`config.mk`:
```
export PLATFORM = sky130hd
export DESIGN_NAME = trimmed_mean_lux_filter_top
export DESIGN_NICKNAME = d
export VERILOG_FILES = /design/src/rtl/tmlf_pkg.sv /design/src/rtl/tmlf_sequencer.sv /design/src/rtl/tmlf_datapath.sv /design/src/rtl/trimmed_mean_lux_filter_top.sv
export VERILOG_INCLUDE_DIRS = /design/src /design/src/rtl
export SDC_FILE = /design/constraint.sdc
export NUM_CORES = 2
export LEC_CHECK = 0
export ABC_AREA = 0
export BUFFER_PORTS_ARGS = -buffer_cell sky130_fd_sc_hd__clkbuf_2
export CORE_MARGIN = 10
export CORE_UTILIZATION = 24
export DETAILED_ROUTE_END_ITERATION = 10
export REMOVE_ABC_BUFFERS = 1
export SKIP_CTS_REPAIR_TIMING = 1
export SYNTH_ARGS = -nofsm -noshare
export SYNTH_HDL_FRONTEND = slang
export SYNTH_SLANG_ARGS = --single-unit
```
`constraint.sdc`:
```
create_clock -name clk_i -period 17 [get_ports clk_i]
set_input_delay 0.85 -clock clk_i [delete_from_list [all_inputs] [get_ports clk_i]]
set_output_delay 0.85 -clock clk_i [all_outputs]
set_load 0.005 [all_outputs]
```
`src/rtl/trimmed_mean_lux_filter_top_defines.svh`:
```
// Assertion macros used by the trimmed-mean lux filter top level.
`ifndef TRIMMED_MEAN_LUX_FILTER_TOP_DEFINES_SVH
`define TRIMMED_MEAN_LUX_FILTER_TOP_DEFINES_SVH

// Same-cycle implication, sampled on clk_i and quiet while rst_ni is low.
`define TMLF_ASSERT_NOW(lbl, ante, cons, msg) \
  lbl: assert property (@(posedge clk_i) disable iff (!rst_ni) (ante) |-> (cons)) \
    else $error(msg);

// Next-cycle implication, sampled on clk_i and quiet while rst_ni is low.
`define TMLF_ASSERT_NEXT(lbl, ante, cons, msg) \
  lbl: assert property (@(posedge clk_i) disable iff (!rst_ni) (ante) |=> (cons)) \
    else $error(msg);

`endif

```
`src/rtl/tmlf_pkg.sv`:
```
// Types, constants and microcode ROM of the trimmed-mean lux filter.
`timescale 1ns / 1ps
package tmlf_pkg;

  // Field and datapath widths.
  localparam int unsigned SampleW = 16;
  localparam int unsigned LuxW    = 20;
  localparam int unsigned RunW    = 8;
  localparam int unsigned AW      = 23;
  localparam int unsigned StepW   = 4;

  // Register reset values and the saturation value of the zero-run count.
  localparam logic [LuxW-1:0] LuxCeilingReset = 20'd89999;
  localparam logic            ZeroWatchReset  = 1'b1;
  localparam logic [RunW-1:0] ZeroLimitReset  = 8'd25;
  localparam logic [RunW-1:0] RunMax          = 8'd255;

  // Scale factors and the fixed divisors with their reciprocals (2^AW / d).
  localparam logic [AW:0] Scale10    = 24'd10;
  localparam logic [AW:0] Scale139   = 24'd139;
  localparam logic [AW:0] Div12      = 24'd12;
  localparam logic [AW:0] Div13      = 24'd13;
  localparam logic [AW:0] Recip12    = (AW+1)'((1 << AW) / 12);
  localparam logic [AW:0] Recip13    = (AW+1)'((1 << AW) / 13);

  // Program addresses used as jump targets.
  localparam logic [StepW-1:0] StepWait = 4'd0;
  localparam logic [StepW-1:0] StepWalk = 4'd1;
  localparam logic [StepW-1:0] StepOut  = 4'd14;

  // Register indexes on the configuration port.
  typedef enum logic [1:0] {
    REG_LUX_CEILING = 2'd0,
    REG_ZERO_WATCH  = 2'd1,
    REG_ZERO_LIMIT  = 2'd2
  } reg_e;

  // Datapath operations.
  typedef enum logic [2:0] {
    OP_WAIT,
    OP_WALK,
    OP_TRIM,
    OP_SCALE,
    OP_RECIP,
    OP_BACK,
    OP_FIX,
    OP_OUT
  } op_e;

  // Divisor selection for the reciprocal steps.
  typedef enum logic [1:0] {
    DSEL_TRIM,
    DSEL_12,
    DSEL_13
  } dsel_e;

  // Scale factor selection.
  typedef enum logic {
    SSEL_10,
    SSEL_139
  } ssel_e;

  // Sequencing conditions.
  typedef enum logic [1:0] {
    COND_NONE,
    COND_GO,
    COND_MORE,
    COND_FREE
  } cond_e;

  typedef struct packed {
    op_e              op;
    dsel_e            dsel;
    ssel_e            ssel;
    cond_e            cond;
    logic [StepW-1:0] target;
  } ucode_t;

  // Datapath status seen by the sequencer.
  typedef struct packed {
    logic go;
    logic more;
    logic free;
  } status_t;

  typedef struct packed {
    logic [SampleW-1:0] raw_sample;
    logic               read_ok;
    logic               restart;
  } in_item_t;

  typedef struct packed {
    logic [LuxW-1:0] lux;
    logic            reset_request;
  } out_item_t;

  typedef struct packed {
    logic [LuxW-1:0] lux_ceiling;
    logic            zero_watch_enable;
    logic [RunW-1:0] zero_run_limit;
  } cfg_t;

  function automatic ucode_t make_word(op_e op, dsel_e dsel, ssel_e ssel, cond_e cond,
                                       logic [StepW-1:0] target);
    ucode_t w;
    w.op     = op;
    w.dsel   = dsel;
    w.ssel   = ssel;
    w.cond   = cond;
    w.target = target;
    return w;
  endfunction

  // Microprogram: walk the ring, trim, divide, then twice scale and divide, clamp and deliver.
  function automatic ucode_t ucode_rom(logic [StepW-1:0] step);
    ucode_t w;
    case (step)
      4'd0:    w = make_word(OP_WAIT,  DSEL_TRIM, SSEL_10,  COND_GO,   StepWalk);
      4'd1:    w = make_word(OP_WALK,  DSEL_TRIM, SSEL_10,  COND_MORE, StepWalk);
      4'd2:    w = make_word(OP_TRIM,  DSEL_TRIM, SSEL_10,  COND_NONE, StepWait);
      4'd3:    w = make_word(OP_RECIP, DSEL_TRIM, SSEL_10,  COND_NONE, StepWait);
      4'd4:    w = make_word(OP_BACK,  DSEL_TRIM, SSEL_10,  COND_NONE, StepWait);
      4'd5:    w = make_word(OP_FIX,   DSEL_TRIM, SSEL_10,  COND_NONE, StepWait);
      4'd6:    w = make_word(OP_SCALE, DSEL_12,   SSEL_10,  COND_NONE, StepWait);
      4'd7:    w = make_word(OP_RECIP, DSEL_12,   SSEL_10,  COND_NONE, StepWait);
      4'd8:    w = make_word(OP_BACK,  DSEL_12,   SSEL_10,  COND_NONE, StepWait);
      4'd9:    w = make_word(OP_FIX,   DSEL_12,   SSEL_10,  COND_NONE, StepWait);
      4'd10:   w = make_word(OP_SCALE, DSEL_13,   SSEL_139, COND_NONE, StepWait);
      4'd11:   w = make_word(OP_RECIP, DSEL_13,   SSEL_139, COND_NONE, StepWait);
      4'd12:   w = make_word(OP_BACK,  DSEL_13,   SSEL_139, COND_NONE, StepWait);
      4'd13:   w = make_word(OP_FIX,   DSEL_13,   SSEL_139, COND_NONE, StepWait);
      4'd14:   w = make_word(OP_OUT,   DSEL_13,   SSEL_139, COND_FREE, StepWait);
      default: w = make_word(OP_WAIT,  DSEL_TRIM, SSEL_10,  COND_FREE, StepWait);
    endcase
    return w;
  endfunction

endpackage

```
`src/rtl/tmlf_sequencer.sv`:
```
// Step counter and microcode ROM that drive the filter datapath.
`timescale 1ns / 1ps
module tmlf_sequencer (
  input  logic             clk_i,
  input  logic             rst_ni,
  input  tmlf_pkg::status_t status_i,
  output tmlf_pkg::ucode_t  ctrl_o
);
  import tmlf_pkg::*;

  logic [StepW-1:0] step_q, step_d;
  ucode_t           word;

  // Control word of the current step.
  always_comb begin
    word   = ucode_rom(step_q);
    ctrl_o = word;
  end

  // Next step: advance, hold or jump as the word's condition says.
  always_comb begin
    step_d = step_q + StepW'(1);
    case (word.cond)
      COND_NONE: step_d = step_q + StepW'(1);
      COND_GO:   step_d = status_i.go ? step_q + StepW'(1) : step_q;
      COND_MORE: step_d = status_i.more ? word.target : step_q + StepW'(1);
      COND_FREE: step_d = status_i.free ? word.target : step_q;
      default:   step_d = StepWait;
    endcase
  end

  always_ff @(posedge clk_i or negedge rst_ni) begin
    if (!rst_ni) begin
      step_q <= StepWait;
    end else begin
      step_q <= step_d;
    end
  end

endmodule

```
`src/rtl/tmlf_datapath.sv`:
```
// Sample ring, accumulator, shared multiplier, zero-run watch and output register.
`timescale 1ns / 1ps
module tmlf_datapath #(
  parameter int unsigned RING_DEPTH = 10
) (
  input  logic                clk_i,
  input  logic                rst_ni,
  input  tmlf_pkg::ucode_t    ctrl_i,
  input  tmlf_pkg::cfg_t      cfg_i,
  output tmlf_pkg::status_t   status_o,
  input  logic                in_valid_i,
  output logic                in_ready_o,
  input  tmlf_pkg::in_item_t  in_data_i,
  output logic                out_valid_o,
  input  logic                out_ready_i,
  output tmlf_pkg::out_item_t out_data_o
);
  import tmlf_pkg::*;

  localparam int unsigned IdxW = $clog2(RING_DEPTH);
  localparam int unsigned AccW = SampleW + $clog2(RING_DEPTH);
  localparam logic [AW:0] DivTrim   = (AW+1)'(RING_DEPTH - 2);
  localparam logic [AW:0] RecipTrim = (AW+1)'((1 << AW) / (RING_DEPTH - 2));

  logic [SampleW-1:0] ring_q [RING_DEPTH];
  logic               filled_q;
  logic [IdxW-1:0]    slot_q, slot_d;
  logic [IdxW-1:0]    idx_q, idx_d;
  logic [AccW-1:0]    acc_q, acc_d;
  logic [SampleW-1:0] hi_q, hi_d, lo_q, lo_d;
  logic [AW-1:0]      a_q, a_d, q_q, q_d, t_q, t_d;
  logic [RunW-1:0]    run_q, run_d;
  logic               out_valid_q, out_valid_d;
  out_item_t          out_q, out_d;

  logic               accept, good, more, free, fire;
  logic [SampleW-1:0] rd;
  logic [AW-1:0]      mul_a, rem;
  logic [AW:0]        mul_b, dval, recip, scale;
  logic [2*AW:0]      prod;
  logic [LuxW-1:0]    lux;
  logic [RunW-1:0]    run_inc;
  logic               req;

  // Input handshake: new transactions only while the program waits.
  assign in_ready_o = (ctrl_i.op == OP_WAIT);
  assign accept     = in_valid_i && in_ready_o;
  assign good       = accept && in_data_i.read_ok;

  assign rd    = ring_q[idx_q];
  assign more  = (idx_q != IdxW'(RING_DEPTH - 1));
  assign free  = !out_valid_q || out_ready_i;
  assign fire  = (ctrl_i.op == OP_OUT) && free;

  assign status_o.go   = good;
  assign status_o.more = more;
  assign status_o.free = free;

  // Constant selection for the shared multiplier.
  always_comb begin
    case (ctrl_i.dsel)
      DSEL_TRIM: begin
        dval  = DivTrim;
        recip = RecipTrim;
      end
      DSEL_12: begin
        dval  = Div12;
        recip = Recip12;
      end
      DSEL_13: begin
        dval  = Div13;
        recip = Recip13;
      end
      default: begin
        dval  = DivTrim;
        recip = RecipTrim;
      end
    endcase
    scale = (ctrl_i.ssel == SSEL_139) ? Scale139 : Scale10;
  end

  // Multiplier operands: reciprocal estimate, back-multiply or scale.
  always_comb begin
    case (ctrl_i.op)
      OP_RECIP: begin
        mul_a = a_q;
        mul_b = recip;
      end
      OP_BACK: begin
        mul_a = q_q;
        mul_b = dval;
      end
      default: begin
        mul_a = a_q;
        mul_b = scale;
      end
    endcase
    prod = (2*AW+1)'(mul_a) * (2*AW+1)'(mul_b);
  end

  assign rem = a_q - t_q;

  // Datapath register updates for each operation.
  always_comb begin
    acc_d = acc_q;
    hi_d  = hi_q;
    lo_d  = lo_q;
    a_d   = a_q;
    q_d   = q_q;
    t_d   = t_q;
    idx_d = idx_q;
    case (ctrl_i.op)
      OP_WAIT: idx_d = '0;
      OP_WALK: begin
        idx_d = more ? idx_q + IdxW'(1) : '0;
        if (idx_q == '0) begin
          acc_d = AccW'(rd);
          hi_d  = rd;
          lo_d  = rd;
        end else begin
          acc_d = acc_q + AccW'(rd);
          hi_d  = (rd > hi_q) ? rd : hi_q;
          lo_d  = (rd < lo_q) ? rd : lo_q;
        end
      end
      OP_TRIM:  a_d = AW'(acc_q - AccW'(hi_q) - AccW'(lo_q));
      OP_SCALE: a_d = prod[AW-1:0];
      OP_RECIP: q_d = prod[2*AW-1:AW];
      OP_BACK:  t_d = prod[AW-1:0];
      OP_FIX:   a_d = ({1'b0, rem} >= dval) ? q_q + AW'(1) : q_q;
      default:  a_d = a_q;
    endcase
  end

  // Clamp and zero-run watch for the result being delivered.
  always_comb begin
    lux     = (a_q > AW'(cfg_i.lux_ceiling)) ? cfg_i.lux_ceiling : a_q[LuxW-1:0];
    run_inc = (lux == '0) ? ((run_q == RunMax) ? run_q : run_q + RunW'(1)) : '0;
    req     = 1'b0;
    run_d   = run_q;
    if (fire) begin
      if (cfg_i.zero_watch_enable) begin
        if (run_inc > cfg_i.zero_run_limit) begin
          run_d = '0;
          req   = 1'b1;
        end else begin
          run_d = run_inc;
        end
      end else begin
        run_d = '0;
      end
    end
  end

  // Output register and write slot.
  always_comb begin
    out_valid_d       = out_valid_q && !out_ready_i;
    out_d             = out_q;
    slot_d            = slot_q;
    if (fire) begin
      out_valid_d       = 1'b1;
      out_d.lux           = lux;
      out_d.reset_request = req;
    end
    if (good) begin
      slot_d = (slot_q == IdxW'(RING_DEPTH - 1)) ? '0 : slot_q + IdxW'(1);
    end
  end

  assign out_valid_o = out_valid_q;
  assign out_data_o  = out_q;

  // Control state.
  always_ff @(posedge clk_i or negedge rst_ni) begin
    if (!rst_ni) begin
      filled_q    <= 1'b0;
      slot_q      <= '0;
      idx_q       <= '0;
      run_q       <= '0;
      out_valid_q <= 1'b0;
    end else begin
      slot_q      <= slot_d;
      idx_q       <= idx_d;
      run_q       <= run_d;
      out_valid_q <= out_valid_d;
      if (good) begin
        filled_q <= 1'b1;
      end
    end
  end

  // Sample ring: a restart or the first good sample fills every slot.
  always_ff @(posedge clk_i) begin
    if (good) begin
      if (in_data_i.restart || !filled_q) begin
        for (int k = 0; k < RING_DEPTH; k++) begin
          ring_q[k] <= in_data_i.raw_sample;
        end
      end else begin
        ring_q[slot_q] <= in_data_i.raw_sample;
      end
    end
  end

  // Working registers.
  always_ff @(posedge clk_i) begin
    acc_q <= acc_d;
    hi_q  <= hi_d;
    lo_q  <= lo_d;
    a_q   <= a_d;
    q_q   <= q_d;
    t_q   <= t_d;
    out_q <= out_d;
  end

endmodule

```
`src/rtl/trimmed_mean_lux_filter_top.sv`:
```
// Top level of the trimmed-mean lux filter with its APB register block.
// A good sample starts the program: the ring walk through one read port, twelve arithmetic
// steps around the shared multiplier, the output step and the return to the wait step; no
// new sample is taken before the program is back in its wait step.
// A failed read leaves the program waiting; a stalled result holds the program in its output step.
// Reset: rst_ni sets the registers to their defaults, marks the ring empty, clears the run count.
`timescale 1ns / 1ps
`include "trimmed_mean_lux_filter_top_defines.svh"
module trimmed_mean_lux_filter_top #(
  parameter int unsigned RING_DEPTH = 10
) (
  input  logic                clk_i,
  input  logic                rst_ni,
  input  logic                in_valid_i,
  output logic                in_ready_o,
  input  tmlf_pkg::in_item_t  in_data_i,
  output logic                out_valid_o,
  input  logic                out_ready_i,
  output tmlf_pkg::out_item_t out_data_o,
  input  logic                psel,
  input  logic                penable,
  input  logic                pwrite,
  input  logic [3:0]          paddr,
  input  logic [31:0]         pwdata,
  output logic [31:0]         prdata,
  output logic                pready
);
  import tmlf_pkg::*;

  cfg_t    cfg_q;
  ucode_t  ctrl;
  status_t status;
  reg_e    reg_idx;
  logic    wr_en;

  assign pready  = 1'b1;
  assign reg_idx = reg_e'(paddr[3:2]);
  assign wr_en   = psel && penable && pwrite;

  // Register writes.
  always_ff @(posedge clk_i or negedge rst_ni) begin
    if (!rst_ni) begin
      cfg_q.lux_ceiling       <= LuxCeilingReset;
      cfg_q.zero_watch_enable <= ZeroWatchReset;
      cfg_q.zero_run_limit    <= ZeroLimitReset;
    end else if (wr_en) begin
      case (reg_idx)
        REG_LUX_CEILING: cfg_q.lux_ceiling       <= pwdata[LuxW-1:0];
        REG_ZERO_WATCH:  cfg_q.zero_watch_enable <= pwdata[0];
        REG_ZERO_LIMIT:  cfg_q.zero_run_limit    <= pwdata[RunW-1:0];
        default:         cfg_q                   <= cfg_q;
      endcase
    end
  end

  // Register reads.
  always_comb begin
    case (reg_idx)
      REG_LUX_CEILING: prdata = 32'(cfg_q.lux_ceiling);
      REG_ZERO_WATCH:  prdata = 32'(cfg_q.zero_watch_enable);
      REG_ZERO_LIMIT:  prdata = 32'(cfg_q.zero_run_limit);
      default:         prdata = '0;
    endcase
  end

  tmlf_sequencer u_seq (
    .clk_i    (clk_i),
    .rst_ni   (rst_ni),
    .status_i (status),
    .ctrl_o   (ctrl)
  );

  tmlf_datapath #(
    .RING_DEPTH (RING_DEPTH)
  ) u_dp (
    .clk_i       (clk_i),
    .rst_ni      (rst_ni),
    .ctrl_i      (ctrl),
    .cfg_i       (cfg_q),
    .status_o    (status),
    .in_valid_i  (in_valid_i),
    .in_ready_o  (in_ready_o),
    .in_data_i   (in_data_i),
    .out_valid_o (out_valid_o),
    .out_ready_i (out_ready_i),
    .out_data_o  (out_data_o)
  );

  // A failed read is dropped at once; a good one keeps the block busy.
  `TMLF_ASSERT_NEXT(a_fail_stays_ready, in_valid_i && in_ready_o && !in_data_i.read_ok, in_ready_o, "failed read left the block busy")
  `TMLF_ASSERT_NEXT(a_good_goes_busy, in_valid_i && in_ready_o && in_data_i.read_ok, !in_ready_o, "good sample did not start the program")
  // A reset request comes only with a zero result, and no result exceeds the ceiling.
  `TMLF_ASSERT_NOW(a_req_on_zero, out_valid_o && out_data_o.reset_request, out_data_o.lux == '0, "reset request on a non-zero result")
  `TMLF_ASSERT_NOW(a_lux_clamped, out_valid_o, out_data_o.lux <= cfg_q.lux_ceiling, "result above the lux ceiling")

endmodule

```
==> results list <==
- The top cell types in the final layout, fill and taps aside, are 567 x sky130_fd_sc_hd__inv_1, 398 x sky130_fd_sc_hd__edfxtp_1, 382 x sky130_fd_sc_hd__ha_1, 303 x sky130_fd_sc_hd__fa_1, 239 x sky130_fd_sc_hd__nand2_1.
* Die Span Y: 413 µm
* Core Util, Final: 0.271
- Area of combinational cells with multiple inputs: 21500 µm²
- STA classifies the critical path endpoint as a flip-flop.
- Placement Rows: 144
- Once detailed placement completed, the half-perimeter wirelength came to 78.2 mm.
- Final count of negative-setup-slack endpoints: 0
- Total via count after detailed routing: 25200
- Count of cells along the worst register-to-register path: 34
- Worst Path Required: 17.36 ns
- For this configuration, the core starts out at a cell density of 0.241.
* Final-report hold violation count: 0
- The critical path is of the flip-flop to flip-flop type.
* DIE WIDTH: 413 µm
* Worst slew pin tran: 1.21 ns
- After detailed routing, the number of remaining DRC violations is 0.
- The clock net in this run drives a total of 449 sinks.
- The number of antenna violations at the first check in global routing was 4.
- Total die area: 171000 µm²
- The area growth from synthesis to layout is 12.5%.
- The endpoint identified for the worst register-to-register timing path is u_dp.q_q[22]$_DFFE_PN_.
- Across the run, the number of max-cap violations was 0.
- In the final routed layout, each cell accounts on average for 18.0 µm.
- Tightest Hold Check Type: input pin to asynchronous set/reset pin
- Worst hold slack after final layout: 0.442 ns
- Antenna-violating nets left: 0
- The setup check on the worst reg-to-reg path leaves a slack of 6.71 ns.
- Among all flip-flop cells after synthesis, the most frequent one is sky130_fd_sc_hd__edfxtp_1.
- Clock tree synthesis inserted a total of 43 buffers.
- ANT cells: 0
* FF+latch area: 13300 µm²
- Most common cell after layout, fill and taps aside: sky130_fd_sc_hd__inv_1
- Buffer depth of the longest clock path: 3
- Routability-driven placement finished with a final weighted congestion of 0.907.
* # nets final: 4203
- Worst clock skew: 0.0325 ns
- The total overflow left after global routing is 0.
* Max-Slew Margin vs Limit: 0.192
- H-tree level count: 2
* Drt total wl: 99.6 mm
* Ratio of routed vias to standard cells: 4.55
* Slowest stage cell on the critical path: sky130_fd_sc_hd__mux2i_1
- Total iterations of the first detailed-routing run: 5
* Sum of negative setup slack: 0 ns
- Number of cells produced by synthesis: 3352
- In the final layout, the share of cells above drive strength 1 is 0.112.
- Number of warnings issued by yosys: 0
* Final Instance Count excl. Fillers: 5536
* Sequential cell area fraction in the yosys report: 0.357
- Run status: complete, no violations
* Clock latency on the worst-skew pair: 0.61 ns
- Max stage delay on crit path: 0.72 ns
- Number of global-route vias before repair: 25700
* Data arrival at the endpoint of the critical path: 10.65 ns
- After synthesis, the mean cell area works out to 11.1 µm².
* Post-synthesis cell type count: 82
* CTS tree: built
* Root Buffer Master: sky130_fd_sc_hd__clkbuf_16
- During I/O placement, the number of pins put on the boundary was 117.
* EDFF count, synth: 398
- Final cycle utilization of the critical path: 0.605
* Area of the placeable core: 154000 µm²
- Highest clock rate: 97.2 MHz
- Fillers: 16000
* Total count of max-transition violations in the final report: 0
* Type of origin of the critical path: flip-flop
* Number of synthesized register bits: 449
- Global-route usage over all layers: 0.115
- Max Fanout on Critical Path: 43
* Clock transition at the registers of the reported paths: 0.07 ns
* Fraction of registers with async set/reset: 0.114
- The most numerous cell type found on the critical path is sky130_fd_sc_hd__fa_1.
* Number of I/O port buffers: 89
- The first global-routing pass estimated 155 mm of wire.
* DR iter-0 viols: 1804
* Placed Cells incl. Taps: 5456
- Post-synthesis cell area: 37200 µm²
- The clock period could shrink to 10.29 ns.
- In this run the critical register-to-register path is launched from u_seq.step_q[1]$_DFFE_PN0P_.
- RSZ-0062 raised after global routing: false
* Maximum number of pins on one net before global-route repair: 52
[flip-flops by register name (all words and copies together) (netlist names), 8 cells and up]
signal           flops
cfg_q               29
u_dp.a_q            23
u_dp.acc_q          20
u_dp.hi_q           16
u_dp.lo_q           16
u_dp.out_data_o     21
u_dp.q_q            23
u_dp.ring_q        256
u_dp.run_q           8
u_dp.t_q            23
[cells by family (layout without fill, tap and decap cells)]
group / after synthesis / in the layout / synth area share
buf+inv: 658 / 787 / 0.0680
other cells: 2 / 13 / 0.000202
flops: 449 / 449 / 0.357
compound gates: 494 / 494 / 0.0837
simple gates: 783 / 783 / 0.0996
xor+xnor: 118 / 118 / 0.0278
mux: 163 / 163 / 0.0723
fa+ha+maj: 685 / 685 / 0.292
[stage by stage]
stage | instance area (µm²) | setup WS, ns
final | 41800 | 6.71
after global routing | 41800 | 6.17
after CTS | 41800 | 6.83
after detailed placement | 40300 | 6.86
after global placement | 40300 | 6.97
after floorplan | 36800 | 6.60
[worst max-delay path, delay by kind of cell, from the launching register on]
| kind | cells | cell delay (ns) |
|---|---|---|
| adders and majority gates | 9 | 4.16 |
| AOI/OAI and AO/OA | 10 | 2.63 |
| and+or+nand+nor | 7 | 0.92 |
| buffers and inverters | 6 | 0.87 |
| muxes | 1 | 0.72 |
| DFF | 1 | 0.50 |
| xor gates and xnor gates | 1 | 0.15 |
[routing by layer]
layer	global-route usage	share of wire
met5	0	0.00035
met2	0.183	0.45
met1	0.162	0.45
met4	0.0235	0.023
met3	0.0224	0.070
[worst max-delay path by stage]
| stage | start | end | slack [ns] |
|---|---|---|---|
| 2_1_floorplan | u_seq.step_q[2]$_DFFE_PN0P_ | u_dp.q_q[22]$_DFFE_PN_ | 6.60 |
| 3_3_place_gp | u_seq.step_q[1]$_DFFE_PN0P_ | u_dp.q_q[22]$_DFFE_PN_ | 6.97 |
| 3_5_place_dp | u_seq.step_q[1]$_DFFE_PN0P_ | u_dp.q_q[22]$_DFFE_PN_ | 6.86 |
| 4_1_cts | u_seq.step_q[1]$_DFFE_PN0P_ | u_dp.q_q[22]$_DFFE_PN_ | 6.83 |
| 5_1_grt | u_seq.step_q[1]$_DFFE_PN0P_ | u_dp.q_q[22]$_DFFE_PN_ | 6.17 |
| 6_report | u_seq.step_q[1]$_DFFE_PN0P_ | u_dp.q_q[22]$_DFFE_PN_ | 6.71 |
[synthesized netlist by cell type (all sizes together) (26+ instances only)]
| cell | count | area [µm²] |
|---|---|---|
| a21o | 54 | 405 |
| a21oi | 123 | 616 |
| and3 | 26 | 168 |
| clkbuf | 69 | 259 |
| dfrtp | 35 | 876 |
| edfxtp | 398 | 12000 |
| fa | 303 | 6070 |
| ha | 382 | 4780 |
| inv | 567 | 2130 |
| mux2 | 42 | 473 |
| mux2i | 41 | 410 |
| mux4 | 80 | 1800 |
| nand2 | 240 | 901 |
| nand2b | 42 | 263 |
| nand3 | 48 | 250 |
| nor2 | 230 | 863 |
| nor2b | 31 | 194 |
| nor3 | 55 | 280 |
| o21a | 26 | 195 |
| o21ai | 148 | 741 |
| xnor2 | 80 | 701 |
| xor2 | 38 | 333 |
[cell type report]
cell class / count / area share
clock buffer: 55 / 0.0281
clock inverter: 25 / 0.00802
inverter: 567 / 0.0509
multi-input combinational: 2256 / 0.515
sequential: 449 / 0.317
tap: 2044 / 0.0612
timing repair buffer: 140 / 0.0198
Power is not shown: default switching activity piles up to over one toggle a cycle in this logic, so the estimate is an artifact.
